## src/rtl/lpcs_pkg.sv

```systemverilog
package lpcs_pkg;

  localparam int PIXEL_COUNT = 8;
  localparam int PIX_PTR_W   = (PIXEL_COUNT > 1) ? $clog2(PIXEL_COUNT) : 1;

  localparam int ACTION_W    = 2;
  localparam int INDEX_W     = 3;
  localparam int COLOR_W     = 32;
  localparam int TICK_W      = 12;
  localparam int LATCH_W     = 16;
  localparam int CNT_W       = 16;
  localparam int BIT_PTR_W   = 5;
  localparam int CFG_INDEX_W = 3;
  localparam int CFG_DATA_W  = 16;

  localparam logic [BIT_PTR_W-1:0] BIT_FIRST = 5'd31;

  localparam logic [TICK_W-1:0]  ONE_HIGH_RST  = TICK_W'(700 / 5);
  localparam logic [TICK_W-1:0]  ONE_LOW_RST   = TICK_W'(800 / 5);
  localparam logic [TICK_W-1:0]  ZERO_HIGH_RST = TICK_W'(350 / 5);
  localparam logic [TICK_W-1:0]  ZERO_LOW_RST  = TICK_W'(600 / 5);
  localparam logic [LATCH_W-1:0] LATCH_RST     = LATCH_W'(60000 / 5);

  typedef enum logic [ACTION_W-1:0] {
    ACT_TICK  = 2'd0,
    ACT_WRITE = 2'd1,
    ACT_FILL  = 2'd2,
    ACT_START = 2'd3
  } action_t;

  typedef enum logic [CFG_INDEX_W-1:0] {
    CFG_ONE_HIGH  = 3'd0,
    CFG_ONE_LOW   = 3'd1,
    CFG_ZERO_HIGH = 3'd2,
    CFG_ZERO_LOW  = 3'd3,
    CFG_LATCH     = 3'd4
  } cfg_index_t;

  typedef enum logic [3:0] {
    PH_IDLE  = 4'b0001,
    PH_HIGH  = 4'b0010,
    PH_LOW   = 4'b0100,
    PH_LATCH = 4'b1000
  } phase_t;

  typedef struct packed {
    logic [TICK_W-1:0]  one_high_ticks;
    logic [TICK_W-1:0]  one_low_ticks;
    logic [TICK_W-1:0]  zero_high_ticks;
    logic [TICK_W-1:0]  zero_low_ticks;
    logic [LATCH_W-1:0] latch_ticks;
  } cfg_t;

  typedef struct packed {
    logic [ACTION_W-1:0] action;
    logic [INDEX_W-1:0]  pixel_index;
    logic [COLOR_W-1:0]  pixel_color;
  } item_t;

  typedef struct packed {
    logic data_line;
    logic busy_res;
    logic frame_done;
  } res_t;

endpackage

```

## src/rtl/lpcs_if.sv

```systemverilog
interface lpcs_in_if;
  logic                             valid;
  logic                             ready;
  logic [lpcs_pkg::ACTION_W-1:0]    action;
  logic [lpcs_pkg::INDEX_W-1:0]     pixel_index;
  logic [lpcs_pkg::COLOR_W-1:0]     pixel_color;

  modport source (output valid, output action, output pixel_index, output pixel_color,
                  input ready);
  modport sink (input valid, input action, input pixel_index, input pixel_color,
                output ready);
endinterface

interface lpcs_out_if;
  logic valid;
  logic ready;
  logic data_line;
  logic busy_res;
  logic frame_done;

  modport source (output valid, output data_line, output busy_res, output frame_done,
                  input ready);
  modport sink (input valid, input data_line, input busy_res, input frame_done,
                output ready);
endinterface

```

## src/rtl/lpcs_core.sv

```systemverilog
module lpcs_core (
  input  logic            clk,
  input  logic            rst_n,
  input  logic            item_en,
  input  lpcs_pkg::item_t item,
  input  lpcs_pkg::cfg_t  cfg,
  output lpcs_pkg::res_t  res
);

  logic [lpcs_pkg::COLOR_W-1:0]   store_r [lpcs_pkg::PIXEL_COUNT];
  lpcs_pkg::phase_t               phase_r, phase_nxt;
  logic [lpcs_pkg::CNT_W-1:0]     cnt_r, cnt_nxt;
  logic [lpcs_pkg::PIX_PTR_W-1:0] pix_r, pix_nxt;
  logic [lpcs_pkg::BIT_PTR_W-1:0] bitp_r, bitp_nxt;
  logic                           cur_r, cur_nxt;

  logic                           busy;
  logic                           do_load;
  logic [lpcs_pkg::TICK_W-1:0]    hi_len;
  logic [lpcs_pkg::TICK_W-1:0]    lo_len;
  logic [lpcs_pkg::CNT_W-1:0]     raw_len;
  logic [lpcs_pkg::CNT_W-1:0]     len;
  logic [lpcs_pkg::CNT_W-1:0]     cnt_inc;

  assign busy    = (phase_r != lpcs_pkg::PH_IDLE);
  assign hi_len  = cur_r ? cfg.one_high_ticks : cfg.zero_high_ticks;
  assign lo_len  = cur_r ? cfg.one_low_ticks : cfg.zero_low_ticks;
  assign cnt_inc = cnt_r + lpcs_pkg::CNT_W'(1);
  assign len     = (raw_len == '0) ? lpcs_pkg::CNT_W'(1) : raw_len;

  always_comb begin
    case (phase_r)
      lpcs_pkg::PH_HIGH: raw_len = lpcs_pkg::CNT_W'(hi_len);
      lpcs_pkg::PH_LOW:  raw_len = lpcs_pkg::CNT_W'(lo_len);
      default:           raw_len = lpcs_pkg::CNT_W'(cfg.latch_ticks);
    endcase
  end

  always_comb begin
    phase_nxt      = phase_r;
    cnt_nxt        = cnt_r;
    pix_nxt        = pix_r;
    bitp_nxt       = bitp_r;
    cur_nxt        = cur_r;
    do_load        = 1'b0;
    res.data_line  = 1'b0;
    res.busy_res   = busy;
    res.frame_done = 1'b0;
    case (item.action)
      lpcs_pkg::ACT_TICK: begin
        if (busy) begin
          res.data_line = (phase_r == lpcs_pkg::PH_HIGH);
          if (cnt_inc >= len) begin
            cnt_nxt = '0;
            case (phase_r)
              lpcs_pkg::PH_HIGH: phase_nxt = lpcs_pkg::PH_LOW;
              lpcs_pkg::PH_LOW: begin
                if (bitp_r != '0) begin
                  bitp_nxt = bitp_r - lpcs_pkg::BIT_PTR_W'(1);
                  do_load  = 1'b1;
                end else if (pix_r != lpcs_pkg::PIX_PTR_W'(lpcs_pkg::PIXEL_COUNT - 1)) begin
                  pix_nxt  = pix_r + lpcs_pkg::PIX_PTR_W'(1);
                  bitp_nxt = lpcs_pkg::BIT_FIRST;
                  do_load  = 1'b1;
                end else begin
                  phase_nxt = lpcs_pkg::PH_LATCH;
                end
              end
              default: begin
                res.frame_done = 1'b1;
                phase_nxt      = lpcs_pkg::PH_IDLE;
                pix_nxt        = '0;
                bitp_nxt       = lpcs_pkg::BIT_FIRST;
              end
            endcase
          end else begin
            cnt_nxt = cnt_inc;
          end
        end
      end
      lpcs_pkg::ACT_START: begin
        if (!busy) begin
          pix_nxt      = '0;
          bitp_nxt     = lpcs_pkg::BIT_FIRST;
          do_load      = 1'b1;
          res.busy_res = 1'b1;
        end
      end
      default: ;
    endcase
    if (do_load) begin
      cur_nxt   = store_r[pix_nxt][bitp_nxt];
      phase_nxt = lpcs_pkg::PH_HIGH;
      cnt_nxt   = '0;
    end
  end

  always_ff @(posedge clk) begin
    if (!rst_n) begin
      phase_r <= lpcs_pkg::PH_IDLE;
      cnt_r   <= '0;
      pix_r   <= '0;
      bitp_r  <= lpcs_pkg::BIT_FIRST;
      cur_r   <= 1'b0;
    end else if (item_en) begin
      phase_r <= phase_nxt;
      cnt_r   <= cnt_nxt;
      pix_r   <= pix_nxt;
      bitp_r  <= bitp_nxt;
      cur_r   <= cur_nxt;
    end
  end

  always_ff @(posedge clk) begin
    if (!rst_n) begin
      for (int e = 0; e < lpcs_pkg::PIXEL_COUNT; e++) begin
        store_r[e] <= '0;
      end
    end else if (item_en && !busy) begin
      for (int e = 0; e < lpcs_pkg::PIXEL_COUNT; e++) begin
        if ((item.action == lpcs_pkg::ACT_FILL) ||
            ((item.action == lpcs_pkg::ACT_WRITE) && (int'(item.pixel_index) == e))) begin
          store_r[e] <= item.pixel_color;
        end
      end
    end
  end

  a_done_while_busy: assert property (@(posedge clk) disable iff (!rst_n)
    (item_en && res.frame_done) |-> res.busy_res)
    else $error("frame_done without busy");

  a_idle_pointers: assert property (@(posedge clk) disable iff (!rst_n)
    (phase_r == lpcs_pkg::PH_IDLE) |-> (pix_r == '0 && bitp_r == lpcs_pkg::BIT_FIRST))
    else $error("pointers not rewound while idle");

  a_line_in_high: assert property (@(posedge clk) disable iff (!rst_n)
    res.data_line |-> (phase_r == lpcs_pkg::PH_HIGH))
    else $error("line high outside high phase");

  a_done_ends_frame: assert property (@(posedge clk) disable iff (!rst_n)
    (item_en && res.frame_done) |=> (phase_r == lpcs_pkg::PH_IDLE))
    else $error("frame_done did not return to idle");

endmodule

```

## src/rtl/led_pixel_chain_serializer_unit.sv

```systemverilog
// Single-wire RGBW pixel chain driver.
// in_ch carries items: tick, write one pixel, fill all pixels, start frame.
// Every accepted item yields exactly one result item on out_ch with the
// line level, busy flag and frame_done pulse. A tick item is one tick of
// waveform time; commands do not advance time and are dropped while busy.
// cfg_we/cfg_index/cfg_data write the five timing registers, one per cycle,
// and are only to be written while the block is idle.
// The input register holds each accepted item; its result is computed as
// the item moves on and is presented from the result register.
// Throughput is one item per cycle while out_ch does not stall; the state
// update is one pass of logic between the input and result registers.
// Reset (synchronous, rst_n low) clears the pixel store to zero, empties
// both registers, returns the waveform engine to idle and loads the default
// timings. When out_ch stalls, the result register holds and the input
// register fills; in_ch.ready then drops until the result is taken.
module led_pixel_chain_serializer_unit (
  input  logic                             clk,
  input  logic                             rst_n,
  lpcs_in_if.sink                          in_ch,
  lpcs_out_if.source                       out_ch,
  input  logic                             cfg_we,
  input  logic [lpcs_pkg::CFG_INDEX_W-1:0] cfg_index,
  input  logic [lpcs_pkg::CFG_DATA_W-1:0]  cfg_data
);

  lpcs_pkg::cfg_t  cfg_r;
  lpcs_pkg::item_t item_r;
  lpcs_pkg::res_t  res;
  lpcs_pkg::res_t  res_r;
  logic            s1_valid_r, s1_valid_nxt;
  logic            out_valid_r, out_valid_nxt;
  logic            adv;
  logic            in_acc;

  assign adv         = s1_valid_r && (!out_valid_r || out_ch.ready);
  assign in_ch.ready = !s1_valid_r || adv;
  assign in_acc      = in_ch.valid && in_ch.ready;

  assign s1_valid_nxt  = in_acc ? 1'b1 : (adv ? 1'b0 : s1_valid_r);
  assign out_valid_nxt = adv ? 1'b1 : (out_ch.ready ? 1'b0 : out_valid_r);

  always_ff @(posedge clk) begin
    if (!rst_n) begin
      s1_valid_r  <= 1'b0;
      out_valid_r <= 1'b0;
    end else begin
      s1_valid_r  <= s1_valid_nxt;
      out_valid_r <= out_valid_nxt;
    end
  end

  always_ff @(posedge clk) begin
    if (in_acc) begin
      item_r.action      <= in_ch.action;
      item_r.pixel_index <= in_ch.pixel_index;
      item_r.pixel_color <= in_ch.pixel_color;
    end
    if (adv) begin
      res_r <= res;
    end
  end

  always_ff @(posedge clk) begin
    if (!rst_n) begin
      cfg_r.one_high_ticks  <= lpcs_pkg::ONE_HIGH_RST;
      cfg_r.one_low_ticks   <= lpcs_pkg::ONE_LOW_RST;
      cfg_r.zero_high_ticks <= lpcs_pkg::ZERO_HIGH_RST;
      cfg_r.zero_low_ticks  <= lpcs_pkg::ZERO_LOW_RST;
      cfg_r.latch_ticks     <= lpcs_pkg::LATCH_RST;
    end else if (cfg_we) begin
      case (cfg_index)
        lpcs_pkg::CFG_ONE_HIGH:  cfg_r.one_high_ticks  <= cfg_data[lpcs_pkg::TICK_W-1:0];
        lpcs_pkg::CFG_ONE_LOW:   cfg_r.one_low_ticks   <= cfg_data[lpcs_pkg::TICK_W-1:0];
        lpcs_pkg::CFG_ZERO_HIGH: cfg_r.zero_high_ticks <= cfg_data[lpcs_pkg::TICK_W-1:0];
        lpcs_pkg::CFG_ZERO_LOW:  cfg_r.zero_low_ticks  <= cfg_data[lpcs_pkg::TICK_W-1:0];
        lpcs_pkg::CFG_LATCH:     cfg_r.latch_ticks     <= cfg_data[lpcs_pkg::LATCH_W-1:0];
        default: ;
      endcase
    end
  end

  lpcs_core u_core (
    .clk     (clk),
    .rst_n   (rst_n),
    .item_en (adv),
    .item    (item_r),
    .cfg     (cfg_r),
    .res     (res)
  );

  assign out_ch.valid      = out_valid_r;
  assign out_ch.data_line  = res_r.data_line;
  assign out_ch.busy_res   = res_r.busy_res;
  assign out_ch.frame_done = res_r.frame_done;

endmodule
```

## src/flat_wrapper.sv

```systemverilog
// flat-port wrapper written by rule: the top's interface ports become plain ports
module led_pixel_chain_serializer_unit_flat 
  (clk, rst_n, cfg_we, cfg_index, cfg_data, in_ch_valid, in_ch_action, in_ch_pixel_index, in_ch_pixel_color, in_ch_ready, out_ch_valid, out_ch_data_line, out_ch_busy_res, out_ch_frame_done, out_ch_ready);
  lpcs_in_if in_ch_i ();
  lpcs_out_if out_ch_i ();
  input  logic clk;
  input  logic rst_n;
  input  logic cfg_we;
  input  logic [lpcs_pkg::CFG_INDEX_W-1:0] cfg_index;
  input  logic [lpcs_pkg::CFG_DATA_W-1:0] cfg_data;
  input wire logic [$bits(in_ch_i.valid)-1:0] in_ch_valid;
  input wire logic [$bits(in_ch_i.action)-1:0] in_ch_action;
  input wire logic [$bits(in_ch_i.pixel_index)-1:0] in_ch_pixel_index;
  input wire logic [$bits(in_ch_i.pixel_color)-1:0] in_ch_pixel_color;
  output wire logic [$bits(in_ch_i.ready)-1:0] in_ch_ready;
  output wire logic [$bits(out_ch_i.valid)-1:0] out_ch_valid;
  output wire logic [$bits(out_ch_i.data_line)-1:0] out_ch_data_line;
  output wire logic [$bits(out_ch_i.busy_res)-1:0] out_ch_busy_res;
  output wire logic [$bits(out_ch_i.frame_done)-1:0] out_ch_frame_done;
  input wire logic [$bits(out_ch_i.ready)-1:0] out_ch_ready;
  assign in_ch_i.valid = in_ch_valid;
  assign in_ch_i.action = in_ch_action;
  assign in_ch_i.pixel_index = in_ch_pixel_index;
  assign in_ch_i.pixel_color = in_ch_pixel_color;
  assign in_ch_ready = in_ch_i.ready;
  assign out_ch_valid = out_ch_i.valid;
  assign out_ch_data_line = out_ch_i.data_line;
  assign out_ch_busy_res = out_ch_i.busy_res;
  assign out_ch_frame_done = out_ch_i.frame_done;
  assign out_ch_i.ready = out_ch_ready;
  led_pixel_chain_serializer_unit u_core (.clk(clk), .rst_n(rst_n), .in_ch(in_ch_i), .out_ch(out_ch_i), .cfg_we(cfg_we), .cfg_index(cfg_index), .cfg_data(cfg_data));
endmodule
```

## config.mk

```make
export PLATFORM = sky130hd
export DESIGN_NAME = led_pixel_chain_serializer_unit_flat
export DESIGN_NICKNAME = d
export VERILOG_FILES = /design/src/rtl/lpcs_pkg.sv /design/src/rtl/lpcs_if.sv /design/src/rtl/lpcs_core.sv /design/src/rtl/led_pixel_chain_serializer_unit.sv /design/src/flat_wrapper.sv
export SDC_FILE = /design/constraint.sdc
export NUM_CORES = 1
export LEC_CHECK = 0
export BUFFER_PORTS_ARGS = -buffer_cell sky130_fd_sc_hd__buf_4
export CORE_ASPECT_RATIO = 1.75
export CORE_MARGIN = 2
export CORE_UTILIZATION = 30
export DETAILED_ROUTE_END_ITERATION = 7
export PLACE_DENSITY = 0.54
export SETUP_SLACK_MARGIN = 0.1
export SLEW_MARGIN = 20
export SYNTH_ARGS = -nofsm -noshare
export SYNTH_HDL_FRONTEND = slang
export SYNTH_SLANG_ARGS = --single-unit
export TNS_END_PERCENT = 10
```

## constraint.sdc

```tcl
create_clock -name clk -period 6.9 [get_ports clk]
set_clock_uncertainty 0.15 [all_clocks]
set_input_delay 0 -clock clk [delete_from_list [all_inputs] [get_ports clk]]
set_output_delay 0 -clock clk [all_outputs]
set_load 0.05 [all_outputs]
```

Word level (Yosys, flattened, before mapping)
Memory sizes are Yosys's and may differ from the RTL's.
Cells that the tools add are included.
W data, S select, Z words.
{"block": "classes", "n_addsub": 3, "multipliers": 0, "n_div": 0, "order_cmp": 2, "eq_ne": 20, "shift": 0, "muxes": 84, "n_bitwise": 8, "reduce_logical": 45}
{"cell": "$mux W32", "n": 8}
{"cell": "$mux W16", "n": 5}
{"cell": "$mux W1", "n": 45}
{"cell": "$pmux W16 S2", "n": 1}
{"cell": "$mux W5", "n": 5}
{"cell": "$mux W12", "n": 2}
{"cell": "$mux W4", "n": 6}
{"cell": "$pmux W5 S2", "n": 2}
{"cell": "$add A16 B1 Y16 const B", "n": 1}
{"cell": "$ge A16 B16 Y1", "n": 1}
{"cell": "$logic_not A16 Y1", "n": 1}
{"cell": "$eq A3 B3 Y1 const B", "n": 5}
{"cell": "$mux W3", "n": 5}
{"cell": "$reduce_and A2 Y1", "n": 7}
{"cell": "$eq A3 B2 Y1 const B", "n": 4}
{"cell": "$pmux W3 S2", "n": 2}
{"cell": "$logic_and A1 B1 Y1", "n": 11}
{"cell": "$logic_or A1 B1 Y1", "n": 10}
{"cell": "$reduce_bool A2 Y1", "n": 5}
{"cell": "$ne A3 B3 Y1 const B", "n": 3}
{"cell": "$or A1 B1 Y1", "n": 8}
{"cell": "$pmux W4 S2", "n": 1}
{"cell": "$eq A3 B1 Y1 const B", "n": 2}
{"cell": "$logic_not A3 Y1", "n": 2}
{"cell": "other kinds (16)", "n": 20}
{"block": "word_totals", "register_bits": 135, "latchBits": 0, "ramBits": 256, "mem_bits_ro": 0, "out_inout_bits": 5, "mem_count": 1}
{"name": "u_core.u_core.store_r", "depth": 8, "width": 32, "rd": 1, "rd_ports_with_merged_regs": 0, "write_ports": 8, "line_no": "lpcs_core.sv:10", "source": "logic [lpcs_pkg::COLOR_W-1:0] store_r [lpcs_pkg::PIXEL_COUNT];"}

Depth between registers and ports, before layout
An unclocked memory read counts as a cell.
{"block": "logic_depth", "word_depth": 11, "mapped_depth": 26, "depth_no_buf": 21}

Modules after synthesis
From an unflattened synthesis, not the netlist that was laid out.
{"block": "unflattened", "hier_cells": 1715, "hier_area_um2": 18255.0}
{"module": "lpcs_core", "instances": 1, "cells_each": 1424, "area_each_um2": 14452.6}
{"module": "led_pixel_chain_serializer_unit", "instances": 1, "cells_each": 291, "area_each_um2": 3802.4}

Least setup slack after synthesis
Ideal clock, no wire load.
{"block": "synth_path", "kind": "register to register", "start": "register u_core.u_core.phase_r[3]", "end": "register u_core.u_core.cur_r", "arrival_ns": 5.204, "slack_ns": 1.424, "path_stages_with_launch": 22, "path_buffers": 2, "period_less_slack_ns": 5.476, "cell_sequence": "dfxtp_1 or4b_2 and2_1 buf_2 clkbuf_1 a21oi_1 nand4_1 nor4_1 a211o_1 ha_1 nand2b_1 a2111oi_2 o32a_1 a21oi_4 nand2_1 nor2_1 o41ai_1 nand2b_1 a41o_1 o41a_1 o211a_1 a311o_1"}
{"block": "synth_between", "elab_chain_len": 11}
{"item": "from (decl)", "line_no": "lpcs_core.sv:11", "source": "lpcs_pkg::phase_t phase_r, phase_nxt;"}
{"item": "from (signal assigned)", "line_no": "lpcs_core.sv:100", "source": "phase_r <= lpcs_pkg::PH_IDLE;"}
{"item": "from (signal assigned)", "line_no": "lpcs_core.sv:106", "source": "phase_r <= phase_nxt;"}
{"item": "$eq A4 B3 Y1 or $eq A4 B2 Y1 (tied branches)", "line_no": "lpcs_core.sv:32, lpcs_core.sv:55"}
{"item": "$pmux W16 S2", "line_no": "lpcs_core.sv:32", "source": "case (phase_r)"}
{"item": "$logic_not A16 Y1", "line_no": "lpcs_core.sv:29", "source": "assign len = (raw_len == '0) ? lpcs_pkg::CNT_W'(1) : raw_len;"}
{"item": "$mux W16", "line_no": "lpcs_core.sv:29"}
{"item": "$ge A16 B16 Y1", "line_no": "lpcs_core.sv:53", "source": "if (cnt_inc >= len) begin"}
{"item": "$mux W3", "line_no": "lpcs_core.sv:53"}
{"item": "$mux W3", "line_no": "lpcs_core.sv:51", "source": "if (busy) begin"}
{"item": "$pmux W3 S2", "line_no": "lpcs_core.sv:49", "source": "case (item.action)"}
{"item": "$mem_v2 Z8 W32"}
{"item": "$bmux W1 S5", "line_no": "lpcs_core.sv:92", "source": "cur_nxt = store_r[pix_nxt][bitp_nxt];"}
{"item": "$mux W1 (not written as such)", "line_no": "lpcs_core.sv:92"}
{"item": "to (signal assigned)", "line_no": "lpcs_core.sv:110", "source": "cur_r <= cur_nxt;"}
{"item": "to (decl)", "line_no": "lpcs_core.sv:15", "source": "logic cur_r, cur_nxt;"}
Several ways; a longest one is shown, not always the timed one. The select of a mux whose other input is x is not followed.
A chain may end at the register's enable or synchronous reset.

Final worst setup path
{"block": "layout_path", "start": "register u_core.u_core.cnt_r[0] (netlist bit)", "end": "register u_core.u_core.cur_r"}
{"block": "layout_between", "elab_chain_len": 8}
{"item": "from (decl)", "line_no": "lpcs_core.sv:12", "source": "logic [lpcs_pkg::CNT_W-1:0] cnt_r, cnt_nxt;"}
{"item": "from (signal assigned)", "line_no": "lpcs_core.sv:107", "source": "cnt_r <= cnt_nxt;"}
{"item": "$add A16 B1 Y16 (*)", "line_no": "lpcs_core.sv:28", "source": "assign cnt_inc = cnt_r + lpcs_pkg::CNT_W'(1);"}
{"item": "$ge A16 B16 Y1 (*)", "line_no": "lpcs_core.sv:53"}
{"item": "$mux W3", "line_no": "lpcs_core.sv:53"}
{"item": "$mux W3", "line_no": "lpcs_core.sv:51"}
{"item": "$pmux W3 S2", "line_no": "lpcs_core.sv:49"}
{"item": "$mem_v2 Z8 W32"}
{"item": "$bmux W1 S5", "line_no": "lpcs_core.sv:92"}
{"item": "$mux W1 (not written as such)", "line_no": "lpcs_core.sv:92"}
Mark *: on every way between the ends. The rest lies on a longest branch, timed or not. The select of a mux whose other input is x is not followed.

==> flow_metrics.env <==
export IMPL_run_status="completed"
export IMPL_std_cell_rows=118
export IMPL_netlist_area_mm2=0.0180
export IMPL_cp_required_ps=7270
export IMPL_cts_buffers=41
export IMPL_cts_clk_slew_worst_paths_ps=60
export IMPL_setup_violations_final=0
export IMPL_final_layout_setup_total_negative_slack_ps=0
export IMPL_worst_slew_pin_slew_ps=1090
export IMPL_initial_core_util_pct=30.3
export IMPL_grt_pass1_wl_um=84500
export IMPL_detail_route_wirelength_um=56600
export IMPL_crit_arrival_ps=6790
export IMPL_routed_via_density=5.11
export IMPL_worst_path_max_fanout=26
export IMPL_grt_overflow_total=0
export IMPL_timing_critical_path_from_type="register"
export IMPL_weighted_congestion_reported_at_the_end_of_routability_driven_placement=0.898
export IMPL_clock_sinks=391
export IMPL_wl_per_cell_um=20.9
export IMPL_worst_hold_startpoint="in_ch_pixel_color[13]"
export IMPL_report_final_slew_viol_count=0
export IMPL_count_of_nets_left_with_antenna_violations_after_detail_routing=0
export IMPL_hpwlAfterDp_um=35400
export IMPL_power_per_cell_area_mw_per_mm2=245
export IMPL_grt_pass1_vias=14200
export IMPL_vias=13800
export IMPL_min_period_over_period_pct=93.2
export IMPL_finalHoldViolations=0
export IMPL_syn_inst=1752
export IMPL_detailedRoute_firstPassIterationCount=7
export IMPL_synth_edff_count=296
export IMPL_die_area_mm2=0.0619
export IMPL_vdd_ir_drop_max_v=0.000186
export IMPL_yosysWarningCount=0
export IMPL_h_tree_depth=2
export IMPL_timing_max_slew_rel_slack_pct=26.1
export IMPL_final_design_area_no_fill_mm2=0.0217
export IMPL_drive_above_1_share_pct=11.1
export IMPL_grt_max_degree=88
export IMPL_power_leakage_nw=8.16
export IMPL_dpl_cell_area_mm2=0.0194
export IMPL_route_detailed_drc=0
export IMPL_synth_cell_type_count=84
export IMPL_placeableCoreArea_mm2=0.0592
export IMPL_power_w=0.00531
export IMPL_io_buffers=65
export IMPL_grt_setup_unrepaired="false"
export IMPL_antenna_found_initial=0
export IMPL_maxCapViolations=0
export IMPL_clkLatencyLatePin_ps=570
export IMPL_antenna_cells=0
export IMPL_max_clock_path_buffers=3
export IMPL_die_width_um=189
export IMPL_finish_net_count=1988
export IMPL_tritoncts="built"
export IMPL_clk_root_buffer_cell="sky130_fd_sc_hd__clkbuf_16"
export IMPL_final_period_minus_worst_setup_slack_ps=6430
export IMPL_io_pin_count=66
export IMPL_max_freq_mhz=156
export IMPL_fraction_of_synthesis_flops_using_an_asynchronous_set_or_reset_pin_pct=0
export IMPL_rr_startpoint="u_core.u_core.cnt_r[0]"
export IMPL_synth_seq_area_share_pct=60.1
export IMPL_synthFlopType="sky130_fd_sc_hd__edfxtp_1"
export IMPL_category_of_the_critical_setup_timing_path="reg -> reg"
export IMPL_syn_mean_instance_area_um2=10.2
export IMPL_gr_usage_all_layers_pct=18.1
export IMPL_startpoint="u_core.u_core.cnt_r[0]"
export IMPL_synth_seq_cells=391
export IMPL_drtIter0Drc=1033
export IMPL_cts_setup_buffers=0
export IMPL_crit_path_end_kind="register"
export IMPL_area_delta_synth_final_pct=20.8
export IMPL_die_height_um=328
export IMPL_synthesis_nets=1836
export IMPL_min_delay_path_class="in -> reg"
logic make-up (layout without fill, tap and decap cells):
| family | Yosys count | count (layout) | share of synthesized area (%) |
|---|---|---|---|
| AO/OA/AOI/OAI | 285 | 285 | 11.4 |
| XOR/XNOR | 14 | 14 | 0.683 |
| adder cells (fa/ha/maj) | 23 | 23 | 1.60 |
| buffers and inverters | 151 | 323 | 3.83 |
| flip-flops | 391 | 391 | 60.1 |
| multiplexers | 44 | 44 | 2.47 |
| AND/OR/NAND/NOR | 844 | 845 | 19.9 |
registers in the layout (all words and copies together) (netlist names):
signal	flops
u_core.out_ch.frame_done	1
u_core.out_ch.busy_res	1
u_core.cfg_r	64
u_core.u_core.pix_r	3
u_core.u_core.cnt_r	16
u_core.out_ch.data_line	1
u_core.item_r	37
u_core.u_core.bitp_r	5
u_core.s1_valid_r	1
u_core.u_core.store_r	256
u_core.out_ch.valid	1
u_core.u_core.phase_r	4
u_core.u_core.cur_r	1
power breakdown:
group | internal [W] | switching [W] | leakage, nW
Sequential | 0.00265 | 0.0000395 | 3.82
Combinational | 0.000186 | 0.000364 | 3.76
Clock | 0.00113 | 0.000950 | 0.588
Total | 0.00396 | 0.00135 | 8.16
area by class of cell:
cell class | count | area (µm²)
multi-input cells | 1211 | 6620
clock inverters | 14 | 98.8
well taps | 780 | 976
flip-flops and latches | 391 | 10800
clock buffers | 50 | 1090
fillers | 5866 | 37500
inverters | 41 | 154
repair buffers | 218 | 1960
per-layer routing:
layer / up-vias / GRT usage (%) / wire (µm)
li1: 6479 / - / -
met1: 6762 / 18.9 / 20500
met2: 420 / 34.4 / 30100
met3: 161 / 2.19 / 2580
met4: 0 / 10.7 / 3420
met5: - / 0 / 0
metrics by stage:
step	setup WS [ps]	std cells	utilization, %	hold slack [ps]
floorplan	1420	1752	-	-51.1
global placement	304	2534	32.8	29.2
detailed placement	268	2534	32.8	29.5
CTS	239	2704	36.6	1.94
global route	116	2705	36.6	18.2
finish	473	2705	36.6	13.6
timing repair:
item                                    in CTS  in global routing
resized for setup                            0                  6
hold endpoints to repair                   114                  0
hold buffers                               106                  0
endpoints found under the setup margin       0                  1
cell usage after synthesis, drive strengths merged (23+ instances only):
cell      n  area [µm²]
a21oi    45         236
clkbuf   64         240
ha       23         288
nand3    93         465
edfxtp  296        8890
dfxtp    95        1900
a21boi   48         360
buf      46         293
inv      40         150
mux2i    42         420
o21ai    49         249
nor2    218         828
nand2   433        1630
layout by cell type, fill, tap and decap left out, types with 42 or more instances in the layout:
cell and n:
sky130_fd_sc_hd__nor2_1 214, sky130_fd_sc_hd__clkbuf_16 42, sky130_fd_sc_hd__dlygate4sd3_1 106, sky130_fd_sc_hd__edfxtp_1 296, sky130_fd_sc_hd__a21oi_1 44, sky130_fd_sc_hd__nand3_1 93
sky130_fd_sc_hd__buf_4 107, sky130_fd_sc_hd__dfxtp_1 95, sky130_fd_sc_hd__nand2_1 424, sky130_fd_sc_hd__a21boi_0 48, sky130_fd_sc_hd__mux2i_1 42
final timing paths:
check | end | slack, ps | cells past startpoint
max | u_core.u_core.cur_r | 470 | 22
min | u_core.item_r[13] | 10 | 2
max reg2reg | u_core.u_core.cur_r | 470 | 22
min reg2reg | u_core.cfg_r[31] | 310 | 2
critical path: stages, from the launching register on:
cell and delay, ps:
sky130_fd_sc_hd__dfxtp_1 400, sky130_fd_sc_hd__and3_1 250, sky130_fd_sc_hd__and3_1 240, sky130_fd_sc_hd__and3_1 230, sky130_fd_sc_hd__and3_1 240, sky130_fd_sc_hd__and3_1 270, sky130_fd_sc_hd__nand3_1 120, sky130_fd_sc_hd__xnor2_1 160
sky130_fd_sc_hd__ha_1 370, sky130_fd_sc_hd__nand4_2 150, sky130_fd_sc_hd__a211o_1 280, sky130_fd_sc_hd__o32a_1 410, sky130_fd_sc_hd__a211oi_1 470, sky130_fd_sc_hd__o22a_2 610, sky130_fd_sc_hd__buf_12 270, sky130_fd_sc_hd__buf_4 240
sky130_fd_sc_hd__a21o_1 100, sky130_fd_sc_hd__a21oi_1 40, sky130_fd_sc_hd__a311o_1 280, sky130_fd_sc_hd__a311oi_1 560, sky130_fd_sc_hd__o41a_1 260, sky130_fd_sc_hd__o211a_1 140, sky130_fd_sc_hd__a311o_1 110
Power figures use the tool's default switching activity.
